$ cat config.mk
export PLATFORM = sky130hd
export DESIGN_NAME = quoted_tsv_field_lexer_core
export DESIGN_NICKNAME = d
export VERILOG_FILES = /design/src/hw/rtl/qtsv_pkg.sv /design/src/hw/rtl/qtsv_fifo.sv /design/src/hw/rtl/qtsv_front.sv /design/src/hw/rtl/qtsv_back.sv /design/src/hw/rtl/quoted_tsv_field_lexer_core.sv
export SDC_FILE = /design/constraint.sdc
export NUM_CORES = 1
export LEC_CHECK = 0
export BUFFER_PORTS_ARGS = -buffer_cell sky130_fd_sc_hd__buf_4
export CORE_UTILIZATION = 50
export DETAILED_ROUTE_END_ITERATION = 10
export PLACE_DENSITY_LB_ADDON = 0.2
export SYNTH_ARGS = -nofsm -noshare
export SYNTH_HDL_FRONTEND = slang
export SYNTH_SLANG_ARGS = --single-unit
export TNS_END_PERCENT = 20
$ cat constraint.sdc
create_clock -name clk -period 5.7 [get_ports clk]
set_clock_uncertainty 0.15 [all_clocks]
set_input_delay 0 -clock clk [delete_from_list [all_inputs] [get_ports clk]]
set_output_delay 0 -clock clk [all_outputs]
set_load 0.01 [all_outputs]
$ cat src/hw/rtl/qtsv_pkg.sv
`default_nettype none

package qtsv_pkg;

    localparam int unsigned QTSV_CHAR_W = 16;
    localparam int unsigned QTSV_QUEUE_DEPTH = 2;

    localparam logic [QTSV_CHAR_W-1:0] CHAR_TAB   = 16'h0009;
    localparam logic [QTSV_CHAR_W-1:0] CHAR_CR    = 16'h000D;
    localparam logic [QTSV_CHAR_W-1:0] CHAR_LF    = 16'h000A;
    localparam logic [QTSV_CHAR_W-1:0] CHAR_QUOTE = 16'h0022;
    localparam logic [QTSV_CHAR_W-1:0] CHAR_END   = 16'hFFFF;

    typedef enum logic [2:0] {
        CLS_OTHER = 3'd0,
        CLS_TAB   = 3'd1,
        CLS_CR    = 3'd2,
        CLS_LF    = 3'd3,
        CLS_QUOTE = 3'd4,
        CLS_END   = 3'd5
    } char_class_t;

    typedef enum logic [1:0] {
        ACT_NONE   = 2'd0,
        ACT_APPEND = 2'd1,
        ACT_FIELD  = 2'd2,
        ACT_ROW    = 2'd3
    } action_t;

    typedef enum logic [5:0] {
        ST_START     = 6'b000001,
        ST_PLAIN     = 6'b000010,
        ST_PLAIN_CR  = 6'b000100,
        ST_QUOTED    = 6'b001000,
        ST_QUOTE_SEEN = 6'b010000,
        ST_QUOTE_CR  = 6'b100000
    } lex_state_t;

    typedef struct packed {
        char_class_t             cls;
        logic [QTSV_CHAR_W-1:0]  ch;
    } lex_item_t;

    typedef struct packed {
        action_t                 action;
        logic [QTSV_CHAR_W-1:0]  ch;
        logic                    done;
    } lex_result_t;

    typedef struct packed {
        lex_state_t next;
        action_t    action;
    } lex_step_t;

    function automatic char_class_t classify(input logic [QTSV_CHAR_W-1:0] ch,
                                             input logic end_mark);
        char_class_t cls;
        if (end_mark || ch == CHAR_END) begin
            cls = CLS_END;
        end else begin
            case (ch)
                CHAR_TAB:   cls = CLS_TAB;
                CHAR_CR:    cls = CLS_CR;
                CHAR_LF:    cls = CLS_LF;
                CHAR_QUOTE: cls = CLS_QUOTE;
                default:    cls = CLS_OTHER;
            endcase
        end
        return cls;
    endfunction

    function automatic lex_step_t lex_step(input lex_state_t st, input char_class_t cls);
        lex_step_t r;
        r.next   = ST_START;
        r.action = ACT_NONE;
        unique case (st)
            ST_PLAIN:
            begin
                unique case (cls)
                    CLS_TAB:   r = '{ST_START, ACT_FIELD};
                    CLS_CR:    r = '{ST_PLAIN_CR, ACT_NONE};
                    CLS_END:   r = '{ST_START, ACT_FIELD};
                    default:   r = '{ST_PLAIN, ACT_APPEND};
                endcase
            end
            ST_PLAIN_CR:
            begin
                unique case (cls)
                    CLS_TAB:   r = '{ST_START, ACT_FIELD};
                    CLS_CR:    r = '{ST_PLAIN_CR, ACT_NONE};
                    CLS_LF:    r = '{ST_START, ACT_ROW};
                    CLS_END:   r = '{ST_START, ACT_NONE};
                    default:   r = '{ST_PLAIN, ACT_APPEND};
                endcase
            end
            ST_QUOTED:
            begin
                unique case (cls)
                    CLS_QUOTE: r = '{ST_QUOTE_SEEN, ACT_NONE};
                    CLS_END:   r = '{ST_START, ACT_FIELD};
                    default:   r = '{ST_QUOTED, ACT_APPEND};
                endcase
            end
            ST_QUOTE_SEEN:
            begin
                unique case (cls)
                    CLS_TAB:   r = '{ST_START, ACT_FIELD};
                    CLS_CR:    r = '{ST_QUOTE_CR, ACT_NONE};
                    CLS_QUOTE: r = '{ST_QUOTED, ACT_APPEND};
                    CLS_END:   r = '{ST_START, ACT_FIELD};
                    default:   r = '{ST_PLAIN, ACT_APPEND};
                endcase
            end
            ST_QUOTE_CR:
            begin
                unique case (cls)
                    CLS_TAB:   r = '{ST_START, ACT_FIELD};
                    CLS_LF:    r = '{ST_START, ACT_ROW};
                    CLS_END:   r = '{ST_START, ACT_FIELD};
                    default:   r = '{ST_PLAIN, ACT_APPEND};
                endcase
            end
            default:
            begin
                unique case (cls)
                    CLS_TAB:   r = '{ST_START, ACT_FIELD};
                    CLS_CR:    r = '{ST_PLAIN_CR, ACT_NONE};
                    CLS_QUOTE: r = '{ST_QUOTED, ACT_NONE};
                    CLS_END:   r = '{ST_START, ACT_NONE};
                    default:   r = '{ST_PLAIN, ACT_APPEND};
                endcase
            end
        endcase
        return r;
    endfunction

endpackage

`default_nettype wire

$ cat src/hw/rtl/qtsv_fifo.sv
`default_nettype none

module qtsv_fifo
    import qtsv_pkg::*;
#(
    parameter int unsigned Width = 1,
    parameter int unsigned Depth = QTSV_QUEUE_DEPTH
)
(
    input  wire logic             clk,
    input  wire logic             rst_n,
    input  wire logic             wr_en,
    input  wire logic [Width-1:0] wr_data,
    output logic                  full,
    input  wire logic             rd_en,
    output logic [Width-1:0]      rd_data,
    output logic                  empty
);

    localparam int unsigned PtrW = (Depth > 1) ? $clog2(Depth) : 1;
    localparam int unsigned CntW = $clog2(Depth + 1);

    logic [Width-1:0] mem_reg [Depth];
    logic [PtrW-1:0]  wr_ptr_reg, wr_ptr_next;
    logic [PtrW-1:0]  rd_ptr_reg, rd_ptr_next;
    logic [CntW-1:0]  count_reg, count_next;
    logic             do_wr, do_rd;

    assign full    = (count_reg == CntW'(Depth));
    assign empty   = (count_reg == '0);
    assign do_wr   = wr_en && !full;
    assign do_rd   = rd_en && !empty;
    assign rd_data = mem_reg[rd_ptr_reg];

    always_comb
    begin
        wr_ptr_next = wr_ptr_reg;
        rd_ptr_next = rd_ptr_reg;
        count_next  = count_reg;
        if (do_wr)
        begin
            wr_ptr_next = (wr_ptr_reg == PtrW'(Depth - 1)) ? '0 : wr_ptr_reg + 1'b1;
        end
        if (do_rd)
        begin
            rd_ptr_next = (rd_ptr_reg == PtrW'(Depth - 1)) ? '0 : rd_ptr_reg + 1'b1;
        end
        if (do_wr && !do_rd)
        begin
            count_next = count_reg + 1'b1;
        end
        else if (do_rd && !do_wr)
        begin
            count_next = count_reg - 1'b1;
        end
    end

    always_ff @(posedge clk or negedge rst_n)
    begin
        if (!rst_n)
        begin
            wr_ptr_reg <= '0;
            rd_ptr_reg <= '0;
            count_reg  <= '0;
        end
        else
        begin
            wr_ptr_reg <= wr_ptr_next;
            rd_ptr_reg <= rd_ptr_next;
            count_reg  <= count_next;
        end
    end

    always_ff @(posedge clk)
    begin
        if (do_wr)
        begin
            mem_reg[wr_ptr_reg] <= wr_data;
        end
    end

endmodule

`default_nettype wire

$ cat src/hw/rtl/qtsv_front.sv
`default_nettype none

module qtsv_front
    import qtsv_pkg::*;
(
    input  wire logic [QTSV_CHAR_W-1:0] text_char,
    input  wire logic                   end_of_text,
    output lex_item_t                   item
);

    always_comb
    begin
        item.cls = classify(text_char, end_of_text);
        item.ch  = text_char;
    end

endmodule

`default_nettype wire

$ cat src/hw/rtl/qtsv_back.sv
`default_nettype none

module qtsv_back
    import qtsv_pkg::*;
(
    input  wire logic      clk,
    input  wire logic      rst_n,
    input  wire lex_item_t in_item,
    input  wire logic      in_empty,
    output logic           in_pop,
    input  wire logic      out_full,
    output logic           out_push,
    output lex_result_t    out_result
);

    lex_state_t state_reg, state_next;
    lex_step_t  step;

    assign step     = lex_step(state_reg, in_item.cls);
    assign in_pop   = !in_empty && !out_full;
    assign out_push = in_pop;

    always_comb
    begin
        out_result.action = step.action;
        out_result.ch     = (step.action == ACT_APPEND) ? in_item.ch : '0;
        out_result.done   = (in_item.cls == CLS_END);
        state_next        = in_pop ? step.next : state_reg;
    end

    always_ff @(posedge clk or negedge rst_n)
    begin
        if (!rst_n)
        begin
            state_reg <= ST_START;
        end
        else
        begin
            state_reg <= state_next;
        end
    end

endmodule

`default_nettype wire

$ cat src/hw/rtl/quoted_tsv_field_lexer_core.sv
// Tab-separated text lexer with quoted fields. Push one 16-bit character per
// beat (end_of_text, or the character 0xFFFF, ends the text); every beat
// yields exactly one result with an action (none, append out_char, new field,
// new row) and text_done set on the beat that ended the text, after which the
// lexer starts over. The block takes one character per cycle with no gaps
// while results are popped as they appear; a result passes through the
// classified character queue and then the result queue, each QueueDepth
// beats deep. A full queue takes nothing in the cycle it is popped, so the
// input does not take characters again at once when a stalled output resumes.
`default_nettype none

module quoted_tsv_field_lexer_core
    import qtsv_pkg::*;
#(
    parameter int unsigned QueueDepth = QTSV_QUEUE_DEPTH
)
(
    input  wire logic                   clk,
    input  wire logic                   rst_n,
    input  wire logic                   push,
    output logic                        full,
    input  wire logic [QTSV_CHAR_W-1:0] text_char,
    input  wire logic                   end_of_text,
    output logic                        empty,
    input  wire logic                   pop,
    output logic [1:0]                  action,
    output logic [QTSV_CHAR_W-1:0]      out_char,
    output logic                        text_done
);

    localparam int unsigned ItemW   = $bits(lex_item_t);
    localparam int unsigned ResultW = $bits(lex_result_t);

    lex_item_t   front_item;
    lex_item_t   mid_item;
    logic        mid_empty;
    logic        mid_pop;
    logic        res_full;
    logic        res_push;
    lex_result_t res_in;
    lex_result_t res_out;

    qtsv_front u_front
    (
        .text_char   (text_char),
        .end_of_text (end_of_text),
        .item        (front_item)
    );

    qtsv_fifo #(
        .Width (ItemW),
        .Depth (QueueDepth)
    ) u_item_q
    (
        .clk     (clk),
        .rst_n   (rst_n),
        .wr_en   (push),
        .wr_data (front_item),
        .full    (full),
        .rd_en   (mid_pop),
        .rd_data (mid_item),
        .empty   (mid_empty)
    );

    qtsv_back u_back
    (
        .clk        (clk),
        .rst_n      (rst_n),
        .in_item    (mid_item),
        .in_empty   (mid_empty),
        .in_pop     (mid_pop),
        .out_full   (res_full),
        .out_push   (res_push),
        .out_result (res_in)
    );

    qtsv_fifo #(
        .Width (ResultW),
        .Depth (QueueDepth)
    ) u_result_q
    (
        .clk     (clk),
        .rst_n   (rst_n),
        .wr_en   (res_push),
        .wr_data (res_in),
        .full    (res_full),
        .rd_en   (pop),
        .rd_data (res_out),
        .empty   (empty)
    );

    assign action    = res_out.action;
    assign out_char  = res_out.ch;
    assign text_done = res_out.done;

    assert property (@(posedge clk) disable iff (!rst_n) res_push |-> !res_full)
        else $error("result written into a full queue");

    assert property (@(posedge clk) disable iff (!rst_n) mid_pop |-> !mid_empty)
        else $error("item taken from an empty queue");

    assert property (@(posedge clk) disable iff (!rst_n)
        (!empty && action != ACT_APPEND) |-> (out_char == '0))
        else $error("character shown on a result that appends nothing");

    assert property (@(posedge clk) disable iff (!rst_n)
        (!empty && text_done) |-> (action != ACT_APPEND && action != ACT_ROW))
        else $error("end of text gave an append or a new row");

endmodule

`default_nettype wire
==> run summary, run 1 <==
outcome: finished, final reports clean
routability congestion estimate: 0.891
time the final worst path needs with I/O delays and setup: 3320 ps
RSZ-0062 raised after global routing: false
Met3 Wirelength: 382 um
root buf cell: clkbuf_8
worst setup path startpoint: u_item_q.rd_ptr_reg
count of buffers added by post-CTS timing repair for setup: 0
count of final max-slew check failures: 0
CTS tree: yes
number of library cell types mapped by synthesis: 56
fraction of final layout cells with drive strength greater than 1: 0.299
TritonCTS Sinks: 90
final setup TNS: 0 ps
number of antenna cells inserted: 0
power density relative to cell area: 604 nW/um2
TritonCTS buffer count: 9
number of nets still failing antenna checks after routing: 0
Lkg Pwr: 1.84 nW
Final #Nets: 369
arrival time reported for the critical path endpoint: 3240 ps
async set or reset register ratio after synthesis: 0.156
deepest level of the CTS H-tree: 3
highest achievable clock rate: 0.301 GHz
global-route wire length before repair: 11900 um
top-level I/O count: 42
standard cell core area: 7850 um2
Worst Reg-to-Reg Cells: 7
reg2reg start: u_item_q.rd_ptr_reg
area share of the largest cell type after synthesis: 0.552
synth-to-layout area growth: 19.0%
critical setup path kind: reg2reg
starting DRC count in detailed routing: 203
post-route clock period utilization: 0.583
total standard cell area after synthesis: 4140 um2
initial core utilization: 0.527
# fillers: 595
worst min path class: in2reg
Critical Path Sink Type: flip-flop
data required time at the worst endpoint: 5620 ps
peak ir drop on the vdd network: 0.258 mV
top layer used by detailed routing: met4
routed length on met1: 3320 um
max cap viols: 0
total vias in the final route: 2467
leading post-synthesis cells by cell area: edfxtp_1 55%, dfrtp_1 7.9%, mux2_2 5.4%, mux2i_1 4.1%, nor2_4 2.5%
clk slew on worst S/H paths: 100 ps
clock buffer depth: 2
Routed WL per cell: 16.1 um
net count after synthesis: 303
IO buf count: 41
insertion delay to the later sink of the worst-skew pair: 360 ps
# rows: 32
post-synthesis area per instance: 14.8 um2
die extent in y: 93.0 um
headroom to the max-slew limit: 0.335
Total Die Area: 8640 um2
Die Width: 93.0 um
number of endpoints failing setup at the final stage: 0
most common cell after layout, fill and taps aside: edfxtp_1
Residual DRC: 0
largest net degree at the start of global routing: 21
post-synthesis sequential area ratio: 0.637
commonest non-fill, non-tap cells in the layout: 76 x edfxtp_1, 45 x buf_4, 25 x nor2_1
#FFs+latches synth: 90
number of enable-type register cells in the synthesized netlist: 76
kind of start point of the critical path: flip-flop
cell count after synthesis: 280
Finished Core Util: 0.627
global-route usage over all layers: 0.185
grt total ovfl: 0
Synth Warn #: 0
detailed-route wire length: 7270 um
Fin. Hold Viols: 0
critical hold path startpoint: text_char[12]
total power after layout: 2.97 mW
worst-margin pin slew: 998 ps
HPWL reported at the end of detailed placement: 4870 um
library cell occupying the most area in the post-synthesis netlist: edfxtp_1
first-pass iteration count of the detailed router: 4
antenna violations before repair: 0
Via density: 5.45
most common flop cell mapped by yosys: edfxtp_1
sum of met2 wire segment lengths after detailed routing: 3350 um
via count of the first global-routing pass: 2424
Min-Delay Path Depth: 2
maximum fanout encountered on the critical timing path: 16
==> area by class of cell <==
class	instances	area (um2)	area share
Multi-Input combinational cell	171	1370	0.278
Timing Repair Buffer	67	558	0.113
Clock inverter	7	85.1	0.0173
Clock buffer	9	124	0.0252
Sequential cell	90	2630	0.535
Inverter	7	26.3	0.00534
Tap cell	102	128	0.0259
==> cell usage after synthesis (all sizes together), types with 2 or more instances <==
cell	count
nor4b	2
xor2	5
o31ai	2
a21oi	4
o21ai	8
dfrtp	13
nand4	7
nand3	6
inv	6
and3	2
edfxtp	76
ha	2
nor2	35
nand2b	3
o22ai	2
nor3	5
mux2	22
nand2	10
a311oi	2
a21o	3
xnor2	10
mux2i	19
clkbuf	4
buf	8
nor4	4
==> routing by layer <==
metal / up-vias / global-route usage
met5: - / 0
met4: 0 / 0.0987
met3: 16 / 0.0361
met2: 75 / 0.282
met1: 1184 / 0.250
li1: 1192 / -
==> timing repair <==
action                     4_1_cts  5_1_grt
setup endpoints to repair        0        0
hold buffers                    22        0
resized for setup                0        0
hold endpoints to repair        55        0
==> logic make-up after synthesis <==
kind of cell               after synthesis  share of synthesized area
and+or+nand+nor                         82                      0.121
xor gates and xnor gates                15                     0.0318
adders and majority gates                2                    0.00605
buffers and inverters                   19                     0.0330
DFF                                     90                      0.637
AOI/OAI and AO/OA                       31                     0.0578
muxes                                   41                      0.114
==> where the power goes <==
group / internal, mW / total [mW] / switching, mW
registers: 1.09 / 1.25 / 0.162
clock network: 0.211 / 0.443 / 0.233
logic: 0.582 / 1.27 / 0.691
total: 1.89 / 2.97 / 1.09
==> critical path, stage by stage (launching register included) <==
cell	delay (ps)
dfrtp_1	710
buf_4	370
mux2i_1	400
nand3_1	270
nand2b_1	170
a311oi_2	140
o21bai_4	630
nor2_1	170
==> per-stage QoR <==
step | instances | instance area (um2) | setup WS [ps] | hold slack, ps
detailed placement | 415 | 4490 | 2420 | -285
global placement | 415 | 4490 | 2580 | -287
global route | 453 | 4920 | 2160 | 225
CTS | 453 | 4920 | 2400 | 217
finish | 453 | 4920 | 2380 | 229
floorplan | 280 | 4140 | 3510 | -446
==> worst paths after layout <==
kind | end | slack [ps]
worst min register to register | u_item_q.wr_ptr_reg | 350
worst max register to register | u_result_q.mem_reg[1][2] | 2380
max in group asynchronous | u_item_q.wr_ptr_reg | 3900
min in group asynchronous | u_back.state_reg[0] | 500
worst max-delay path | u_result_q.mem_reg[1][2] | 2380
worst min-delay path | u_item_q.mem_reg[0][12] | 230
(Power assumes the default switching activity.)
==> run 2, diff against run 1 <==
==> constraint.sdc (replaced) <==
create_clock -name clk -period 3 [get_ports clk]
set_clock_uncertainty 0.15 [all_clocks]
set_input_delay 0 -clock clk [delete_from_list [all_inputs] [get_ports clk]]
set_output_delay 0 -clock clk [all_outputs]
set_load 0.01 [all_outputs]
==> run 2 against run 1 <==
Effect of this change: die area unchanged; critical path depth decreased by 1; sequential power increased by 87%; non-clock buffer count increased by 5; global-route usage increased by 0.30 points; register-to-register slack got worse by 2100 ps; core utilization increased by 0.38 points; final area increased by 0.61%; highest routed layer unchanged.
==> run summary, run 2 (synthesized netlist as in run 1, its figures left out) <==
outcome: finished, final reports clean (unchanged)
arrival time reported for the critical path endpoint: 2670 ps (was 3240 ps)
Critical Path Sink Type: flip-flop (unchanged)
root buf cell: clkbuf_8 (unchanged)
number of antenna cells inserted: 0 (unchanged)
power density relative to cell area: 1150 nW/um2 (was 604 nW/um2)
deepest level of the CTS H-tree: 3 (unchanged)
fraction of final layout cells with drive strength greater than 1: 0.306 (was 0.299)
Residual DRC: 0 (unchanged)
TritonCTS buffer count: 9 (unchanged)
highest achievable clock rate: 0.363 GHz (was 0.301 GHz)
CP Cell Sequence: xnor2_1 > or4b_1 > nand4_1 > o21ai_2 > o21bai_4 > nor2_1 (was buf_4 > mux2i_1 > nand3_1 > nand2b_1 > a311oi_2 > o21bai_4 > nor2_1)
critical setup path kind: reg2reg (unchanged)
Final #Nets: 374 (was 369)
maximum fanout encountered on the critical timing path: 16 (unchanged)
initial core utilization: 0.527 (unchanged)
via count of the first global-routing pass: 2408 (was 2424)
grt total ovfl: 0 (unchanged)
time the final worst path needs with I/O delays and setup: 2750 ps (was 3320 ps)
TritonCTS Sinks: 90 (unchanged)
number of nets still failing antenna checks after routing: 0 (unchanged)
# rows: 32 (unchanged)
standard cell core area: 7850 um2 (unchanged)
routability congestion estimate: 0.942 (was 0.891)
Total Die Area: 8640 um2 (unchanged)
largest net degree at the start of global routing: 21 (unchanged)
clk slew on worst S/H paths: 90 ps (was 100 ps)
kind of start point of the critical path: flip-flop (unchanged)
# fillers: 610 (was 595)
RSZ-0062 raised after global routing: false (unchanged)
Routed WL per cell: 16.2 um (was 16.1 um)
top cell family by delay on the critical path: simple AND/OR/NAND/NOR gates (was compound AO/OA/AOI/OAI gates)
commonest non-fill, non-tap cells in the layout: 76 x edfxtp_1, 50 x buf_4, 25 x nor2_1 (was 76 x edfxtp_1, 45 x buf_4, 25 x nor2_1)
headroom to the max-slew limit: 0.401 (was 0.335)
clock buffer depth: 2 (unchanged)
area of the multi-input gates: 1370 um2 (unchanged)
count of final max-slew check failures: 0 (unchanged)
data required time at the worst endpoint: 2920 ps (was 5620 ps)
number of endpoints failing setup at the final stage: 0 (unchanged)
starting DRC count in detailed routing: 302 (was 203)
max cap viols: 0 (unchanged)
IO buf count: 41 (unchanged)
final setup TNS: 0 ps (unchanged)
most common cell after layout, fill and taps aside: edfxtp_1 (unchanged)
die extent in y: 93.0 um (unchanged)
HPWL reported at the end of detailed placement: 4890 um (was 4870 um)
first-pass iteration count of the detailed router: 5 (was 4)
global-route wire length before repair: 12100 um (was 11900 um)
insertion delay to the later sink of the worst-skew pair: 360 ps (about the same)
Fin. Hold Viols: 0 (unchanged)
Via density: 5.44 (was 5.45)
worst min path class: in2reg (unchanged)
antenna violations before repair: 0 (unchanged)
post-route clock period utilization: 0.917 (was 0.583)
peak ir drop on the vdd network: 0.546 mV (was 0.258 mV)
area used by sequential logic in the layout: 2630 um2 (unchanged)
CTS tree: yes (unchanged)
global-route usage over all layers: 0.188 (was 0.185)
top-level I/O count: 42 (unchanged)
Lkg Pwr: 1.86 nW (was 1.84 nW)
Critical path buffers and inverters: 0 (was 1)
total power after layout: 5.70 mW (was 2.97 mW)
total vias in the final route: 2492 (was 2467)
slowest cell on the critical path: o21bai_4 (was dfrtp_1)
Die Width: 93.0 um (unchanged)
worst-margin pin slew: 898 ps (was 998 ps)
maximum single-stage delay on the critical path: 620 ps (was 710 ps)
synth-to-layout area growth: 19.7% (was 19.0%)
detailed-route wire length: 7400 um (was 7270 um)
## run 2: cell count changes in the layout (fill, tap and decap cells not counted)
cell / previous run / this run
inv_8: 2 / 1
clkbuf_1: 0 / 1
buf_4: 45 / 50
## run 2: worst reg2reg max path, delay by kind of cell, from the launching register on
family          cells  cell delay, ps
flops               1             600
compound gates      2             730
simple gates        3             830
xor+xnor            1             150
## run 2: layout make-up
| class | instances | share of cell area |
|---|---|---|
| clock buffer | 10 | 0.0258 |
| clock inverter | 6 | 0.0149 |
| inverter | 7 | 0.00531 |
| multi-input combinational | 171 | 0.276 |
| sequential | 90 | 0.532 |
| tap | 102 | 0.0258 |
| timing repair buffer | 72 | 0.120 |
## run 2: per-stage QoR
stage	area, um2	std cells	utilization	setup WS (ps)	hold slack (ps)
4_1_cts	4950	458	0.631	251	220
2_1_floorplan	4140	280	-	813	-446
5_1_grt	4950	458	0.631	89.0	232
3_5_place_dp	4530	420	0.577	300	-286
6_report	4950	458	0.631	248	238
3_3_place_gp	4530	420	0.577	384	-288
## run 2: power breakdown
| group | switching (mW) | total (mW) | leakage, nW | internal, mW |
|---|---|---|---|---|
| logic | 1.37 | 2.52 | 0.875 | 1.15 |
| clock network | 0.441 | 0.837 | 0.0950 | 0.395 |
| registers | 0.265 | 2.34 | 0.892 | 2.08 |
| total | 2.07 | 5.70 | 1.86 | 3.62 |
## run 2: what timing repair did
item / CTS / global route
buffers inserted: 0 / 0
resized for setup: 0 / 0
hold buffers: 22 / 0
hold endpoints to repair: 56 / 0
## run 2: path summary, 6_finish.rpt
check	startpoint	endpoint	slack, ps	cells past startpoint
setup / recovery	u_back.state_reg[5]	u_result_q.mem_reg[0][1]	250	6
hold / removal	text_char[11]	u_item_q.mem_reg[1][11]	240	2
setup reg to reg	u_back.state_reg[5]	u_result_q.mem_reg[0][1]	250	6
hold reg to reg	u_item_q.wr_ptr_reg	u_item_q.wr_ptr_reg	350	1
max in group asynchronous	rst_n	u_item_q.wr_ptr_reg	1200	4
min in group asynchronous	rst_n	u_back.state_reg[0]	500	3
## run 2: per-layer routing
layer / wire, um / vias up / GRT usage
li1: - / 1201 / -
met1: 3470 / 1186 / 0.270
met2: 3370 / 89 / 0.279
met3: 398 / 16 / 0.0271
met4: 167 / 0 / 0.0923
met5: 0 / - / 0
==> run 3, diff against run 2 <==
--- a/config.mk
+++ b/config.mk
@@ -6,7 +6,9 @@
 export NUM_CORES = 1
 export LEC_CHECK = 0
 export BUFFER_PORTS_ARGS = -buffer_cell sky130_fd_sc_hd__buf_4
+export CORE_MARGIN = 2
 export CORE_UTILIZATION = 50
+export CTS_BUF_LIST = sky130_fd_sc_hd__clkbuf_16
 export DETAILED_ROUTE_END_ITERATION = 10
 export PLACE_DENSITY_LB_ADDON = 0.2
 export SYNTH_ARGS = -nofsm -noshare
==> run 3 against run 2 <==
Effect of this change: global-route usage shrank 1.4 points; critical path depth up 1; final cell count rose by 0.22%; via count decreased by 1.0%.
==> run summary, run 3 (synthesized netlist as in run 1, its figures left out) <==
Post-CTS Hold Buffers: 22 (unchanged)
Via density: 5.37 (was 5.44)
# rows: 33 (was 32)
insertion delay to the later sink of the worst-skew pair: 330 ps (was 360 ps)
total power after layout: 5.96 mW (was 5.70 mW)
kind of start point of the critical path: flip-flop (unchanged)
Critical path buffers and inverters: 1 (was 0)
starting DRC count in detailed routing: 153 (was 302)
IO buf count: 41 (unchanged)
standard cell core area: 8130 um2 (was 7850 um2)
max cap viols: 0 (unchanged)
Residual DRC: 0 (unchanged)
global-route usage over all layers: 0.173 (was 0.188)
worst-margin pin slew: 964 ps (was 898 ps)
count of buffers added by post-CTS timing repair for setup: 0 (unchanged)
Fin. Hold Viols: 0 (unchanged)
Final #Nets: 372 (was 374)
count of final max-slew check failures: 0 (unchanged)
time the final worst path needs with I/O delays and setup: 2580 ps (was 2750 ps)
grt total ovfl: 0 (unchanged)
highest achievable clock rate: 0.387 GHz (was 0.363 GHz)
Die Width: 95.0 um (was 93.0 um)
maximum single-stage delay on the critical path: 630 ps (was 620 ps)
commonest non-fill, non-tap cells in the layout: 76 x edfxtp_1, 48 x buf_4, 25 x nor2_1 (was 76 x edfxtp_1, 50 x buf_4, 25 x nor2_1)
number of standard cells in the layout, taps in and fillers out: 459 (was 458)
clk slew on worst S/H paths: 60 ps (was 90 ps)
power density relative to cell area: 1180 nW/um2 (was 1150 nW/um2)
root buf cell: clkbuf_16 (was clkbuf_8)
critical setup path kind: reg2reg (unchanged)
initial core utilization: 0.509 (was 0.527)
cts repair resizes: 0 (unchanged)
HPWL reported at the end of detailed placement: 4800 um (was 4890 um)
die extent in y: 95.0 um (was 93.0 um)
maximum fanout encountered on the critical timing path: 16 (unchanged)
number of antenna cells inserted: 0 (unchanged)
DP Cell Count: 421 (was 420)
outcome: finished, final reports clean (unchanged)
number of nets still failing antenna checks after routing: 0 (unchanged)
total vias in the final route: 2466 (was 2492)
peak ir drop on the vdd network: 0.435 mV (was 0.546 mV)
Lkg Pwr: 1.90 nW (was 1.86 nW)
via count of the first global-routing pass: 2382 (was 2408)
worst min path class: in2reg (unchanged)
detailed-route wire length: 7230 um (was 7400 um)
headroom to the max-slew limit: 0.357 (was 0.401)
fraction of final layout cells with drive strength greater than 1: 0.302 (was 0.306)
worst path setup slack after routing: 416 ps (was 248 ps)
TritonCTS buffer count: 9 (unchanged)
first-pass iteration count of the detailed router: 5 (unchanged)
CP Cell Sequence: mux2i_4 > nand2_2 > o32ai_1 > a21o_1 > o21bai_4 > buf_4 > nor2_1 (was xnor2_1 > or4b_1 > nand4_1 > o21ai_2 > o21bai_4 > nor2_1)
area after detailed placement: 4520 um2 (was 4530 um2)
post-route clock period utilization: 0.861 (was 0.917)
Total Die Area: 9020 um2 (was 8640 um2)
arrival time reported for the critical path endpoint: 2500 ps (was 2670 ps)
fin area: 5040 um2 (was 4950 um2)
largest net degree at the start of global routing: 21 (unchanged)
global-route wire length before repair: 11600 um (was 12100 um)
clock buffer depth: 2 (unchanged)
TritonCTS Sinks: 90 (unchanged)
Critical Path Sink Type: flip-flop (unchanged)
data required time at the worst endpoint: 2920 ps (about the same)
routability congestion estimate: 0.888 (was 0.942)
RSZ-0062 raised after global routing: false (unchanged)
top cell family by delay on the critical path: flip-flops (was simple AND/OR/NAND/NOR gates)
most common cell after layout, fill and taps aside: edfxtp_1 (unchanged)
top-level I/O count: 42 (unchanged)
synth-to-layout area growth: 21.8% (was 19.7%)
deepest level of the CTS H-tree: 3 (unchanged)
setup slack at placement: 433 ps (was 300 ps)
antenna violations before repair: 0 (unchanged)
slowest cell on the critical path: dfrtp_1 (was o21bai_4)
CTS tree: yes (unchanged)
Routed WL per cell: 15.8 um (was 16.2 um)
final setup TNS: 0 ps (unchanged)
number of endpoints failing setup at the final stage: 0 (unchanged)
==> run 3: area by class of cell <==
cell class	instances	area, um2
clock inverter	7	75.1
tap	105	131
clock buffer	9	225
sequential	90	2630
fill	594	3100
timing repair buffer	70	581
inverter	7	26.3
multi-input combinational	171	1370
==> run 3: final timing paths <==
kind                                  startpoint                  endpoint  slack, ps  cells after the start
min in group asynchronous                  rst_n       u_back.state_reg[0]        530                      3
max in group asynchronous                  rst_n       u_item_q.rd_ptr_reg       1170                      4
min                                 text_char[4]    u_item_q.mem_reg[0][4]        260                      2
min reg2reg                u_item_q.count_reg[1]     u_item_q.count_reg[1]        340                      1
max                          u_item_q.rd_ptr_reg  u_result_q.mem_reg[1][8]        420                      7
max reg2reg                  u_item_q.rd_ptr_reg  u_result_q.mem_reg[1][8]        420                      7
==> run 3: worst register-to-register path, cell delays in order, from the launching register on <==
cell and delay [ps]:
dfrtp_1 630, mux2i_4 380, nand2_2 120, o32ai_1 290, a21o_1 170, o21bai_4 130, buf_4 320, nor2_1 130
==> run 3: routing by layer <==
metal  vias to the layer above  part of all wire  GRT usage
met5                         -                 0          0
met4                         0             0.023     0.0857
met3                        14             0.058     0.0383
met2                        98              0.46      0.262
met1                      1153              0.46      0.237
li1                       1201                 -          -
==> run 3: report_power, final <==
group	internal [mW]	switching [mW]
Clock	0.651	0.460
Sequential	2.08	0.296
Combinational	1.14	1.33
Total	3.87	2.09
==> run 3: per-stage QoR <==
stage | hold slack [ps] | utilization
floorplan | -446 | -
finish | 260 | 0.619
detailed placement | -293 | 0.555
CTS | 247 | 0.619
global route | 259 | 0.619
global placement | -293 | 0.555
